$ cat src/rtl/i2c_master_bit_sequencer_assert.svh
// ============================================================================
// i2c_master_bit_sequencer_assert.svh
// Assertion macros shared by the bit sequencer RTL; empty under synthesis.
// ============================================================================
`ifndef I2C_MASTER_BIT_SEQUENCER_ASSERT_SVH
`define I2C_MASTER_BIT_SEQUENCER_ASSERT_SVH

`ifndef SYNTHESIS

// Property that must hold at every clock edge out of reset.
`define I2CMS_ASSERT(lbl, clk, rstn, prop, msg) \
    lbl: assert property (@(posedge clk) disable iff (!rstn) (prop)) else $error(msg);

// Same-cycle implication.
`define I2CMS_ASSERT_IMP(lbl, clk, rstn, ante, cons, msg) \
    lbl: assert property (@(posedge clk) disable iff (!rstn) (ante) |-> (cons)) \
        else $error(msg);

// Next-cycle implication.
`define I2CMS_ASSERT_NXT(lbl, clk, rstn, ante, cons, msg) \
    lbl: assert property (@(posedge clk) disable iff (!rstn) (ante) |=> (cons)) \
        else $error(msg);

`else

`define I2CMS_ASSERT(lbl, clk, rstn, prop, msg)
`define I2CMS_ASSERT_IMP(lbl, clk, rstn, ante, cons, msg)
`define I2CMS_ASSERT_NXT(lbl, clk, rstn, ante, cons, msg)

`endif

`endif

$ cat src/rtl/i2cms_pkg.sv
// ============================================================================
// i2cms_pkg
// Types, command codes and phase tables of the I2C master bit sequencer.
// ============================================================================
package i2cms_pkg;

    typedef enum logic [2:0] {
        OP_START = 3'd0,
        OP_STOP  = 3'd1,
        OP_WRITE = 3'd2,
        OP_READ  = 3'd3,
        OP_ACK   = 3'd4,
        OP_NACK  = 3'd5
    } op_t;

    localparam logic [2:0] OP_LAST = 3'd5;

    // Input word: one phase tick.
    typedef struct packed {
        logic       cmd_valid;
        logic [2:0] op;
        logic [7:0] write_byte;
        logic       sda_level;
    } in_word_t;

    // Output word: line levels and status of one phase tick.
    typedef struct packed {
        logic       scl_release;
        logic       sda_release;
        logic       cmd_accepted;
        logic       busy_res;
        logic       done_res;
        logic [7:0] read_byte;
    } out_word_t;

    // Classified tick, as queued between front and back.
    typedef struct packed {
        logic       cmd_ok;
        op_t        op;
        logic [7:0] load_byte;
        logic       sda_level;
    } cls_word_t;

    localparam int unsigned PH_W = 5;

    // Number of phases per command.
    function automatic logic [PH_W-1:0] phase_count(input op_t op);
        logic [PH_W-1:0] cnt;
        unique case (op)
            OP_START: cnt = 5'd5;
            OP_STOP:  cnt = 5'd4;
            OP_WRITE: cnt = 5'd25;
            OP_READ:  cnt = 5'd17;
            OP_ACK:   cnt = 5'd4;
            OP_NACK:  cnt = 5'd2;
            default:  cnt = 5'd2;
        endcase
        return cnt;
    endfunction

    // Phase modulo 3, exact for phases 0..23 (reciprocal 11/32).
    function automatic logic [1:0] phase_mod3(input logic [PH_W-1:0] ph);
        logic [8:0] prod;
        logic [2:0] quot;
        logic [4:0] rem;
        prod = {4'd0, ph} * 9'd11;
        quot = prod[7:5];
        rem  = ph - ({2'd0, quot} * 5'd3);
        return rem[1:0];
    endfunction

endpackage

$ cat src/rtl/i2cms_front.sv
// ============================================================================
// i2cms_front
// Takes input words and classifies them into queue entries.
// ============================================================================
module i2cms_front (
    input  logic                  item_valid,
    output logic                  item_ready,
    input  i2cms_pkg::in_word_t   item,
    input  logic                  full,
    output logic                  push,
    output i2cms_pkg::cls_word_t  push_word
);

    logic op_legal;

    assign op_legal   = (item.op <= i2cms_pkg::OP_LAST);
    assign item_ready = !full;
    assign push       = item_valid && !full;

    always_comb
    begin
        push_word.cmd_ok    = item.cmd_valid && op_legal;
        push_word.op        = op_legal ? i2cms_pkg::op_t'(item.op) : i2cms_pkg::OP_NACK;
        push_word.load_byte = (item.op == i2cms_pkg::OP_WRITE) ? item.write_byte : 8'd0;
        push_word.sda_level = item.sda_level;
    end

endmodule

$ cat src/rtl/i2cms_queue.sv
// ============================================================================
// i2cms_queue
// Small register FIFO between the front and back parts.
// ============================================================================
`include "i2c_master_bit_sequencer_assert.svh"

module i2cms_queue #(
    parameter int unsigned DEPTH = 2
) (
    input  logic                  clk,
    input  logic                  rst_n,
    input  logic                  push,
    input  i2cms_pkg::cls_word_t  push_word,
    output logic                  full,
    input  logic                  pop,
    output logic                  head_valid,
    output i2cms_pkg::cls_word_t  head_word
);

    localparam int unsigned PTR_W = (DEPTH > 1) ? $clog2(DEPTH) : 1;
    localparam int unsigned CNT_W = $clog2(DEPTH + 1);
    localparam logic [PTR_W-1:0] PTR_LAST = PTR_W'(DEPTH - 1);
    localparam logic [CNT_W-1:0] CNT_FULL = CNT_W'(DEPTH);

    i2cms_pkg::cls_word_t entry_reg [DEPTH];
    logic [PTR_W-1:0] wr_ptr_reg, wr_ptr_next;
    logic [PTR_W-1:0] rd_ptr_reg, rd_ptr_next;
    logic [CNT_W-1:0] count_reg, count_next;

    assign full       = (count_reg == CNT_FULL);
    assign head_valid = (count_reg != '0);
    assign head_word  = entry_reg[rd_ptr_reg];

    always_comb
    begin
        wr_ptr_next = wr_ptr_reg;
        rd_ptr_next = rd_ptr_reg;
        count_next  = count_reg;
        if (push)
        begin
            wr_ptr_next = (wr_ptr_reg == PTR_LAST) ? '0 : wr_ptr_reg + 1'b1;
        end
        if (pop)
        begin
            rd_ptr_next = (rd_ptr_reg == PTR_LAST) ? '0 : rd_ptr_reg + 1'b1;
        end
        if (push && !pop)
        begin
            count_next = count_reg + 1'b1;
        end
        else if (pop && !push)
        begin
            count_next = count_reg - 1'b1;
        end
    end

    always_ff @(posedge clk or negedge rst_n)
    begin
        if (!rst_n)
        begin
            wr_ptr_reg <= '0;
            rd_ptr_reg <= '0;
            count_reg  <= '0;
        end
        else
        begin
            wr_ptr_reg <= wr_ptr_next;
            rd_ptr_reg <= rd_ptr_next;
            count_reg  <= count_next;
        end
    end

    always_ff @(posedge clk)
    begin
        if (push)
        begin
            entry_reg[wr_ptr_reg] <= push_word;
        end
    end

    `I2CMS_ASSERT(a_count_bound, clk, rst_n, count_reg <= CNT_FULL, "queue count beyond depth")
    `I2CMS_ASSERT_IMP(a_no_pop_empty, clk, rst_n, pop, head_valid, "pop from empty queue")
    `I2CMS_ASSERT_NXT(a_push_grows, clk, rst_n, push && !pop, count_reg == $past(count_reg) + 1'b1, "push did not grow queue")

endmodule

$ cat src/rtl/i2cms_back.sv
// ============================================================================
// i2cms_back
// Phase sequencer: runs one tick per queue entry into the output register.
// ============================================================================
`include "i2c_master_bit_sequencer_assert.svh"

module i2cms_back (
    input  logic                  clk,
    input  logic                  rst_n,
    input  logic                  head_valid,
    input  i2cms_pkg::cls_word_t  head_word,
    output logic                  pop,
    output logic                  result_valid,
    input  logic                  result_ready,
    output i2cms_pkg::out_word_t  result
);

    localparam int unsigned PH_W = i2cms_pkg::PH_W;

    logic                 active_reg, active_next;
    i2cms_pkg::op_t       op_reg, op_next;
    logic [PH_W-1:0]      phase_reg, phase_next;
    logic [7:0]           shift_reg, shift_next;
    logic                 scl_reg, scl_next;
    logic                 sda_reg, sda_next;
    logic                 result_valid_reg;
    i2cms_pkg::out_word_t result_reg, result_next;

    logic                 start;
    logic                 run;
    logic                 last;
    i2cms_pkg::op_t       cur_op;
    logic [PH_W-1:0]      ph;
    logic [7:0]           sh;
    logic [1:0]           sub;
    logic [PH_W:0]        ph_inc;

    assign pop          = head_valid && (!result_valid_reg || result_ready);
    assign result_valid = result_valid_reg;
    assign result       = result_reg;

    always_comb
    begin
        start  = !active_reg && head_word.cmd_ok;
        run    = active_reg || start;
        cur_op = start ? head_word.op : op_reg;
        ph     = start ? '0 : phase_reg;
        sh     = start ? head_word.load_byte : shift_reg;
        sub    = i2cms_pkg::phase_mod3(ph);
        ph_inc = {1'b0, ph} + 1'b1;
        last   = run && (ph_inc >= {1'b0, i2cms_pkg::phase_count(cur_op)});

        scl_next   = scl_reg;
        sda_next   = sda_reg;
        shift_next = sh;

        if (run)
        begin
            unique case (cur_op)
                i2cms_pkg::OP_START:
                begin
                    priority if (ph == 5'd0 || ph == 5'd4) scl_next = 1'b0;
                    else if (ph == 5'd1) sda_next = 1'b1;
                    else if (ph == 5'd2) scl_next = 1'b1;
                    else sda_next = 1'b0;
                end
                i2cms_pkg::OP_STOP:
                begin
                    priority if (ph == 5'd0) scl_next = 1'b0;
                    else if (ph == 5'd1) sda_next = 1'b0;
                    else if (ph == 5'd2) scl_next = 1'b1;
                    else sda_next = 1'b1;
                end
                i2cms_pkg::OP_WRITE:
                begin
                    // three phases per bit: set data, raise clock, drop clock
                    priority if (ph >= 5'd24) sda_next = 1'b1;
                    else if (sub == 2'd0) sda_next = sh[7];
                    else if (sub == 2'd1) scl_next = 1'b1;
                    else
                    begin
                        scl_next   = 1'b0;
                        shift_next = {sh[6:0], 1'b0};
                    end
                end
                i2cms_pkg::OP_READ:
                begin
                    // odd phases sample SDA while SCL is high
                    priority if (ph == 5'd0) sda_next = 1'b1;
                    else if (ph[0])
                    begin
                        scl_next   = 1'b1;
                        shift_next = {sh[6:0], head_word.sda_level};
                    end
                    else scl_next = 1'b0;
                end
                i2cms_pkg::OP_ACK:
                begin
                    priority if (ph == 5'd0) sda_next = 1'b0;
                    else if (ph == 5'd1) scl_next = 1'b1;
                    else if (ph == 5'd2) scl_next = 1'b0;
                    else sda_next = 1'b1;
                end
                default:
                begin
                    scl_next = (ph == 5'd0);
                end
            endcase
        end

        active_next = run && !last;
        op_next     = cur_op;
        phase_next  = (run && !last) ? ph_inc[PH_W-1:0] : '0;

        result_next.scl_release  = scl_next;
        result_next.sda_release  = sda_next;
        result_next.cmd_accepted = start;
        result_next.busy_res     = run;
        result_next.done_res     = last;
        result_next.read_byte    = (last && cur_op == i2cms_pkg::OP_READ) ? shift_next : 8'd0;
    end

    always_ff @(posedge clk or negedge rst_n)
    begin
        if (!rst_n)
        begin
            active_reg       <= 1'b0;
            op_reg           <= i2cms_pkg::OP_START;
            phase_reg        <= '0;
            shift_reg        <= '0;
            scl_reg          <= 1'b1;
            sda_reg          <= 1'b1;
            result_valid_reg <= 1'b0;
        end
        else
        begin
            if (pop)
            begin
                active_reg <= active_next;
                op_reg     <= op_next;
                phase_reg  <= phase_next;
                shift_reg  <= shift_next;
                scl_reg    <= scl_next;
                sda_reg    <= sda_next;
            end
            if (pop)
            begin
                result_valid_reg <= 1'b1;
            end
            else if (result_ready)
            begin
                result_valid_reg <= 1'b0;
            end
        end
    end

    always_ff @(posedge clk)
    begin
        if (pop)
        begin
            result_reg <= result_next;
        end
    end

    `I2CMS_ASSERT_IMP(a_done_busy, clk, rst_n, result_valid_reg && result_reg.done_res, result_reg.busy_res, "done without busy")
    `I2CMS_ASSERT_IMP(a_rbyte_done, clk, rst_n, result_valid_reg && !result_reg.done_res, result_reg.read_byte == 8'd0, "read byte outside done")
    `I2CMS_ASSERT_IMP(a_idle_phase, clk, rst_n, !active_reg, phase_reg == '0, "phase count not cleared when idle")

endmodule

$ cat src/rtl/i2c_master_bit_sequencer.sv
// ============================================================================
// i2c_master_bit_sequencer
// Open-drain I2C master line sequencer, one phase per input word.
// ============================================================================
// Each input word is one phase tick and yields exactly one output word with
// the SCL/SDA release levels for that tick plus status. The block sustains
// one word per clock while the queue is not full and the output is taken:
// the front classifies a word in the cycle it arrives, the word is
// registered in the queue (QUEUE_DEPTH entries), and the back runs the phase
// and loads the output register, so a result is valid only after its word
// has passed through the queue entry and the output register. Commands:
// start 5 phases, stop 4, write 25,
// read 17, ack 4, nack 2. A command word is latched only while idle and runs
// its first phase in the same tick; command words arriving while busy, and
// unknown op codes, are ignored (cmd_accepted stays 0). Writes go MSB first
// and release SDA at the end; reads sample SDA in each SCL-high phase, MSB
// first, and show the byte on the done tick. The slave ACK is not checked.
// ============================================================================
module i2c_master_bit_sequencer #(
    parameter int unsigned QUEUE_DEPTH = 2   // 2..16
) (
    input  logic                  clk,
    input  logic                  rst_n,
    input  logic                  item_valid,
    output logic                  item_ready,
    input  i2cms_pkg::in_word_t   item,
    output logic                  result_valid,
    input  logic                  result_ready,
    output i2cms_pkg::out_word_t  result
);

    // front -> queue
    logic                 push;
    logic                 full;
    i2cms_pkg::cls_word_t push_word;

    // queue -> back
    logic                 head_valid;
    logic                 pop;
    i2cms_pkg::cls_word_t head_word;

    // Front: decode op legality and preload the write shift byte.
    i2cms_front u_front (
        .item_valid (item_valid),
        .item_ready (item_ready),
        .item       (item),
        .full       (full),
        .push       (push),
        .push_word  (push_word)
    );

    // Queue decouples input stalls from output stalls.
    i2cms_queue #(
        .DEPTH (QUEUE_DEPTH)
    ) u_queue (
        .clk        (clk),
        .rst_n      (rst_n),
        .push       (push),
        .push_word  (push_word),
        .full       (full),
        .pop        (pop),
        .head_valid (head_valid),
        .head_word  (head_word)
    );

    // Back: phase state machine and registered output word.
    i2cms_back u_back (
        .clk          (clk),
        .rst_n        (rst_n),
        .head_valid   (head_valid),
        .head_word    (head_word),
        .pop          (pop),
        .result_valid (result_valid),
        .result_ready (result_ready),
        .result       (result)
    );

endmodule
$ cat config.mk
export PLATFORM = sky130hd
export DESIGN_NAME = i2c_master_bit_sequencer
export DESIGN_NICKNAME = d
export VERILOG_FILES = /design/src/rtl/i2cms_pkg.sv /design/src/rtl/i2cms_front.sv /design/src/rtl/i2cms_queue.sv /design/src/rtl/i2cms_back.sv /design/src/rtl/i2c_master_bit_sequencer.sv
export VERILOG_INCLUDE_DIRS = /design/src /design/src/rtl
export SDC_FILE = /design/constraint.sdc
export NUM_CORES = 1
export LEC_CHECK = 0
export BUFFER_PORTS_ARGS = -buffer_cell sky130_fd_sc_hd__buf_2
export CAP_MARGIN = 10
export CORE_MARGIN = 3
export CORE_UTILIZATION = 30
export CTS_CLUSTER_SIZE = 8
export DETAILED_ROUTE_END_ITERATION = 6
export GPL_TIMING_DRIVEN = 0
export HOLD_SLACK_MARGIN = 0.05
export SYNTH_ARGS = -nofsm -noshare
export SYNTH_HDL_FRONTEND = slang
export SYNTH_SLANG_ARGS = --single-unit
$ cat constraint.sdc
create_clock -name clk -period 6.18 [get_ports clk]
set_input_delay 0.927 -clock clk [delete_from_list [all_inputs] [get_ports clk]]
set_output_delay 0.927 -clock clk [all_outputs]
set_load 0.01 [all_outputs]
# ---- After elaboration in Yosys (flattened, before gate mapping)
# Memories as Yosys holds them, arrays and structs flattened.
# Cells that the tools add are included.
dict set report word_totals {
  register_bits 37
  mem_bits_rw 26
  inputBits 17
  output_inout_bits 15
  word_cells 112
  memories 1
}
# memory words width rd rd_ports_with_merged_regs wr line_no
set mem_list {}
lappend mem_list {u_queue.entry_reg 2 13 1 0 1 i2cms_queue.sv:25} ;# i2cms_pkg::cls_word_t entry_reg [DEPTH];
dict set report op_classes {
  addsub 6
  mul 2
  n_lt_le_gt_ge 3
  n_eq_ne 10
  n_mux 49
  reduce_logical 25
}
# op n
set op_table {}
lappend op_table {{2-to-1 mux 8 bit} 8}
lappend op_table {{2-to-1 mux 1 bit} 31}
lappend op_table {{one-hot mux 5 bit (4 select lines)} 1}
lappend op_table {{one-hot mux 8 bit (2 select lines)} 1}
lappend op_table {{2-to-1 mux 5 bit} 2}
lappend op_table {{one-hot mux 1 bit (5 select lines)} 2}
lappend op_table {{== test 3 x 2 -> 1 bit, second input constant} 3}
lappend op_table {{logical AND 1 bit} 9}
lappend op_table {{multiplier 5 x 4 -> 8 bit, second input constant} 1}
lappend op_table {{adder 5 x 1 -> 6 bit, second input constant} 1}
lappend op_table {{>= comparator 6 x 5 -> 1 bit} 1}
lappend op_table {{logical NOT 1 bit} 6}
lappend op_table {{2-to-1 mux 3 bit} 2}
lappend op_table {{nonzero test 2 bit} 3}
lappend op_table {{== test 5 x 1 -> 1 bit, second input constant} 1}
lappend op_table {{== test 5 x 2 -> 1 bit, second input constant} 1}
lappend op_table {{== test 5 x 3 -> 1 bit, second input constant} 1}
lappend op_table {{>= comparator 5 bit, second input constant} 1}
lappend op_table {{logical NOT 5 bit} 1}
lappend op_table {{2-to-1 mux 2 bit} 2}
lappend op_table {{== test 3 x 1 -> 1 bit, second input constant} 1}
lappend op_table {{== test 3 bit, second input constant} 1}
lappend op_table {{less-or-equal comparator 3 bit, second input constant} 1}
lappend op_table {{logical NOT 3 bit} 1}
lappend op_table {{10 further kinds} 13}

# ---- Logic depth before layout (Yosys ltp)
dict set report depth {
  word_depth 12
  ltp_mapped 17
  depth_no_buf 14
}

# ---- Modules after synthesis
# From an unflattened synthesis, not the netlist that was laid out.
dict set report unflattened {
  hier_cells 387
  area_unflattened_um2 3973.8
}
# mod instances cells_each area_each_um2 seq_area_each_um2
set by_module_without_submodules {}
lappend by_module_without_submodules {i2cms_back 1 314 2696.3 893.4}
lappend by_module_without_submodules {i2cms_queue 1 56 1127.3 880.8}
lappend by_module_without_submodules {i2cms_front 1 17 150.1 0.0}

# ---- Worst setup path before layout
# OpenSTA, ideal clock, no wires.
dict set report synth_timing {
  kind {register to register}
  from {register u_queue.rd_ptr_reg}
  to {register u_back.result_reg (netlist bit u_back.result[12]), data pin}
  setup_ns 0.256
  arrival_ns 4.237
  t_required_ns 5.924
  setup_slack_ns 1.686
  path_stages_with_launch 17
  n_path_buf 2
  period_less_slack_ns 4.494
  path_cell_list {dfrtp_1 -> mux2_4 -> nand2_2 -> buf_1 -> clkbuf_1 -> nand2_1 -> inv_1 -> ha_1 -> fa_1 -> ha_1 -> a21o_1 -> a211oi_1 -> o21ai_0 -> and4_4 -> nor3_4 -> o31ai_1 -> a22o_1}
}
dict set report synth_via {
  elab_chain_len 12
  elab_cells_between_ends 35
  classes_between {1 x add/sub; 2 x mul; 1 x order compare; 8 x eq/ne; 16 x mux; 6 x reduce/logical; 1 x memory}
}
# item line_no
set synth_rtl {}
lappend synth_rtl {{from (decl)} i2cms_queue.sv:27} ;# logic [PTR_W-1:0] rd_ptr_reg, rd_ptr_next;
lappend synth_rtl {{from (signal assigned)} i2cms_queue.sv:68} ;# rd_ptr_reg <= rd_ptr_next;
lappend synth_rtl {{memory read (2 x 13 bit) *} -}
lappend synth_rtl {{logical AND 1 bit} i2cms_back.sv:44} ;# start = !active_reg && head_word.cmd_ok;
lappend synth_rtl {{2-to-1 mux 5 bit} i2cms_back.sv:47} ;# ph = start ? '0 : phase_reg;
lappend synth_rtl {{multiplier 5 x 4 -> 8 bit} i2cms_pkg.sv:66} ;# prod = {4'd0, ph} * 9'd11;
lappend synth_rtl {{multiplier 3 x 2 -> 2 bit} i2cms_pkg.sv:68} ;# rem = ph - ({2'd0, quot} * 5'd3);
lappend synth_rtl {{subtractor 2 bit} i2cms_pkg.sv:68}
lappend synth_rtl {{== test 2 x 1 -> 1 bit} i2cms_back.sv:79} ;# else if (sub == 2'd1) scl_next = 1'b1;
lappend synth_rtl {{2-to-1 mux 1 bit} i2cms_back.sv:79}
lappend synth_rtl {{2-to-1 mux 1 bit} i2cms_back.sv:78} ;# else if (sub == 2'd0) sda_next = sh[7];
lappend synth_rtl {{2-to-1 mux 1 bit} i2cms_back.sv:77} ;# priority if (ph >= 5'd24) sda_next = 1'b1;
lappend synth_rtl {{one-hot mux 1 bit (5 select lines)} i2cms_back.sv:59} ;# unique case (cur_op)
lappend synth_rtl {{2-to-1 mux 1 bit *} i2cms_back.sv:57} ;# if (run)
lappend synth_rtl {{named net u_back.scl_next} i2cms_back.sv:24} ;# logic scl_reg, scl_next;
lappend synth_rtl {{to (signal assigned)} i2cms_back.sv:161} ;# result_reg <= result_next;
lappend synth_rtl {{to (decl)} i2cms_back.sv:27} ;# i2cms_pkg::out_word_t result_reg, result_next;
# The timed path passes the listed nets; every way through them passes the cells marked *.
# A chain may end at the register's enable or synchronous reset.

# ---- Worst setup path after layout
# Ends and elaborated chain as after synthesis.

==> metrics.yaml <==
outcome:
  outcome: "completed"
drt:
  wire_per_inst_um: 17.87
  remaining_drc_errors: 0
  drtAntennaViolNets: 0
  drtIter0Drc: 375
  drtPass1Iterations: 5
  via_count: 3666
  wl_mm: 11.63
  via_per_inst: 5.631
clock_tree:
  ctsResizeCount: 0
  post_cts_buffers: 0
  insertion_delay_ps: 340
  cts_root_buf: "clkbuf_16"
  cts_made_buffers: 9
  cts_tree: "built"
  cts_max_level: 3
  cts_buffer_depth: 2
  clock_sinks: 63
  hold_buffers: 0
  clkTransAtPathRegs_ps: 60
synthesis:
  syn-num-nets: 461
  synth_top_area_share_pct: 28.29
  yosysWarningCount: 0
  synthFlopType: "edfxtp_1"
  ys_seq_elements: 63
  synth_edf_count: 39
  syn-cell-area_mm2: 0.004140
  synth_cells: 428
  post-synth-top-area-cell: "edfxtp_1"
  syn_area_per_cell_um2: 9.673
  async_reset_ff_share_pct: 38.10
  synthTopCellsByArea: "edfxtp_1, dfrtp_1, ha_1, mux2i_1, a21oi_1"
  yosysSeqAreaShare_pct: 42.85
  ys_types: 65
finish:
  layout_commonest_cell: "nand2_1"
  n_antenna_cell: 0
  area_growth_syn_to_layout_pct: 15.81
  most-common-layout-cells: "nand2_1, edfxtp_1, nor2_1, buf_2, a21oi_1"
  stdcell_area_mm2: 0.004795
  fin_cells: 651
  nNetsFinal: 503
  n_fill_cell: 1384
  drive_above_1_share_pct: 13.05
  largest_reg_flops: 26
power:
  swShare_pct: 45.63
  internal_power_mw: 1.432
  switching_power_mw: 1.202
  clock_power_share_pct: 18.1
  power.density_mw_per_mm2: 549.4
  power_leakage_nw: 1.872
  vdd_drop_max_uv: 198.0
  p_seq_share_pct: 27.6
  pwr-share-comb_pct: 54.3
grt:
  grt_max_degree: 25
  antenna_found_initial: 0
  overflow: 0
  grt_pass1_vias: 3689
  grt.total_usage_pct: 16.28
  met1_usage_pct: 22.06
  grt_util_met3_pct: 3.065
  top_usage_layer: "met2"
  grt_use_met2_pct: 26.03
  grt_pass1_wl_mm: 19.28
timing:
  finalSetupViolations: 0
  hold_viol_final: 0
  fmax_mhz: 180.5
  skew_ps: 10.11
  slew_headroom_pct: 19.24
  drv_slew: 0
  min_period_ps: 5541
  rsz0062_at_grt: "false"
  worst_slew_pin_slew_ps: 1211
  setup_tns_ps: 0
  final.period_utilization_pct: 89.67
setup_path:
  cp-start-kind: "flop"
  end_kind: "flop"
  r2r_setup_slack_ps: 640
  cp.arrival_ps: 5620
  crit_type: "reg -> reg"
  crit_fanout: 10
  cp.required_ps: 6260
die:
  rows: 42
  start_util_pct: 31.02
  die_area_mm2: 0.01525
  coreArea_mm2: 0.01335
  die_h_um: 123.5
  die_w_um: 123.5
  num_io_pins: 32
min_path:
  hold_path.class: "reg -> reg"
placement:
  dpl_cell_area_mm2: 0.004516
  place_inst: 635
  globalplace.congestion: 0.9426
  io_buffers: 31
  hpwl_mm: 8.394
flow_run:
  maxCapViolations: 0
[cell type report]
cell class                      count  area [um2]  share of cell area, %
Multi-Input combinational cell    328        2223                  46.37
Sequential cell                    63        1774                  37.00
Clock buffer                       13       260.3                  5.428
Tap cell                          176       220.2                  4.593
Timing Repair Buffer               31       155.1                  3.236
Buffer                             23       90.09                  1.879
Inverter                           14       52.55                  1.096
Clock inverter                      3       18.77                 0.3914
[stage by stage]
step | hold WS, ps | util, % | total power, mW | worst slack (ps)
global placement | 476.8 | 33.83 | 2.107 | 827.6
finish | 495.3 | 35.92 | 2.634 | 638.5
detailed placement | 485.1 | 33.83 | 2.132 | 722.7
CTS | 496.2 | 35.92 | 2.619 | 721.6
global route | 529.2 | 35.92 | 2.836 | 220.4
floorplan | 460.8 | - | 1.730 | 1686
[worst max-delay path, stage by stage, from the launching register on]
cell	delay (ps)
dfrtp_1	420
mux2_4	370
nand2_2	200
buf_1	500
clkbuf_1	390
nand2_1	140
inv_1	140
ha_1	260
fa_1	460
ha_1	370
a21o_1	210
a211oi_1	490
o21ai_0	240
and4_4	240
nor3_4	420
o31ai_1	170
a22o_1	260
[power by group through the flow]
| stage | Clock, mW | Combinational [mW] | Sequential, mW |
|---|---|---|---|
| 2_1_floorplan | 0 | 1.01 | 0.725 |
| 3_3_place_gp | 0 | 1.38 | 0.728 |
| 3_5_place_dp | 0 | 1.40 | 0.732 |
| 4_1_cts | 0.487 | 1.41 | 0.726 |
| 5_1_grt | 0.511 | 1.58 | 0.745 |
| 6_report | 0.477 | 1.43 | 0.726 |
[metal layers]
layer | part of all wire, % | routed length [um]
met3 | 7.0 | 818
met2 | 47 | 5428
met5 | 0 | 0
met4 | 1.8 | 214
met1 | 44 | 5172
[path summary, 6_finish.rpt]
path	from	end	cells after the start
min in group asynchronous	rst_n	u_back.result_valid	1
worst min-delay path	u_queue.wr_ptr_reg	u_queue.wr_ptr_reg	1
worst min register to register	u_queue.wr_ptr_reg	u_queue.wr_ptr_reg	1
worst max register to register	u_queue.rd_ptr_reg	u_back.result[12]	16
worst max-delay path	u_queue.rd_ptr_reg	u_back.result[12]	16
max in group asynchronous	rst_n	u_back.active_reg	1
[kinds of logic after synthesis]
family / after synthesis / share of synthesized area [%]
multiplexers: 22 / 5.560
buffers and inverters: 37 / 3.445
AND/OR/NAND/NOR: 133 / 15.62
XOR/XNOR: 19 / 4.382
AO/OA/AOI/OAI: 137 / 22.88
adder cells (fa/ha/maj): 17 / 5.258
flip-flops: 63 / 42.85
[cell usage after synthesis (all sizes together), types with 10 or more instances]
library cell and n:
nand2 41, xnor2 10, and2 16, o21ai 23
dfrtp 22, a21oi 31, inv 12, mux2i 17
nor2 37, ha 15, nor3 10, clkbuf 15
edfxtp 39
(Power assumes the default switching activity.)
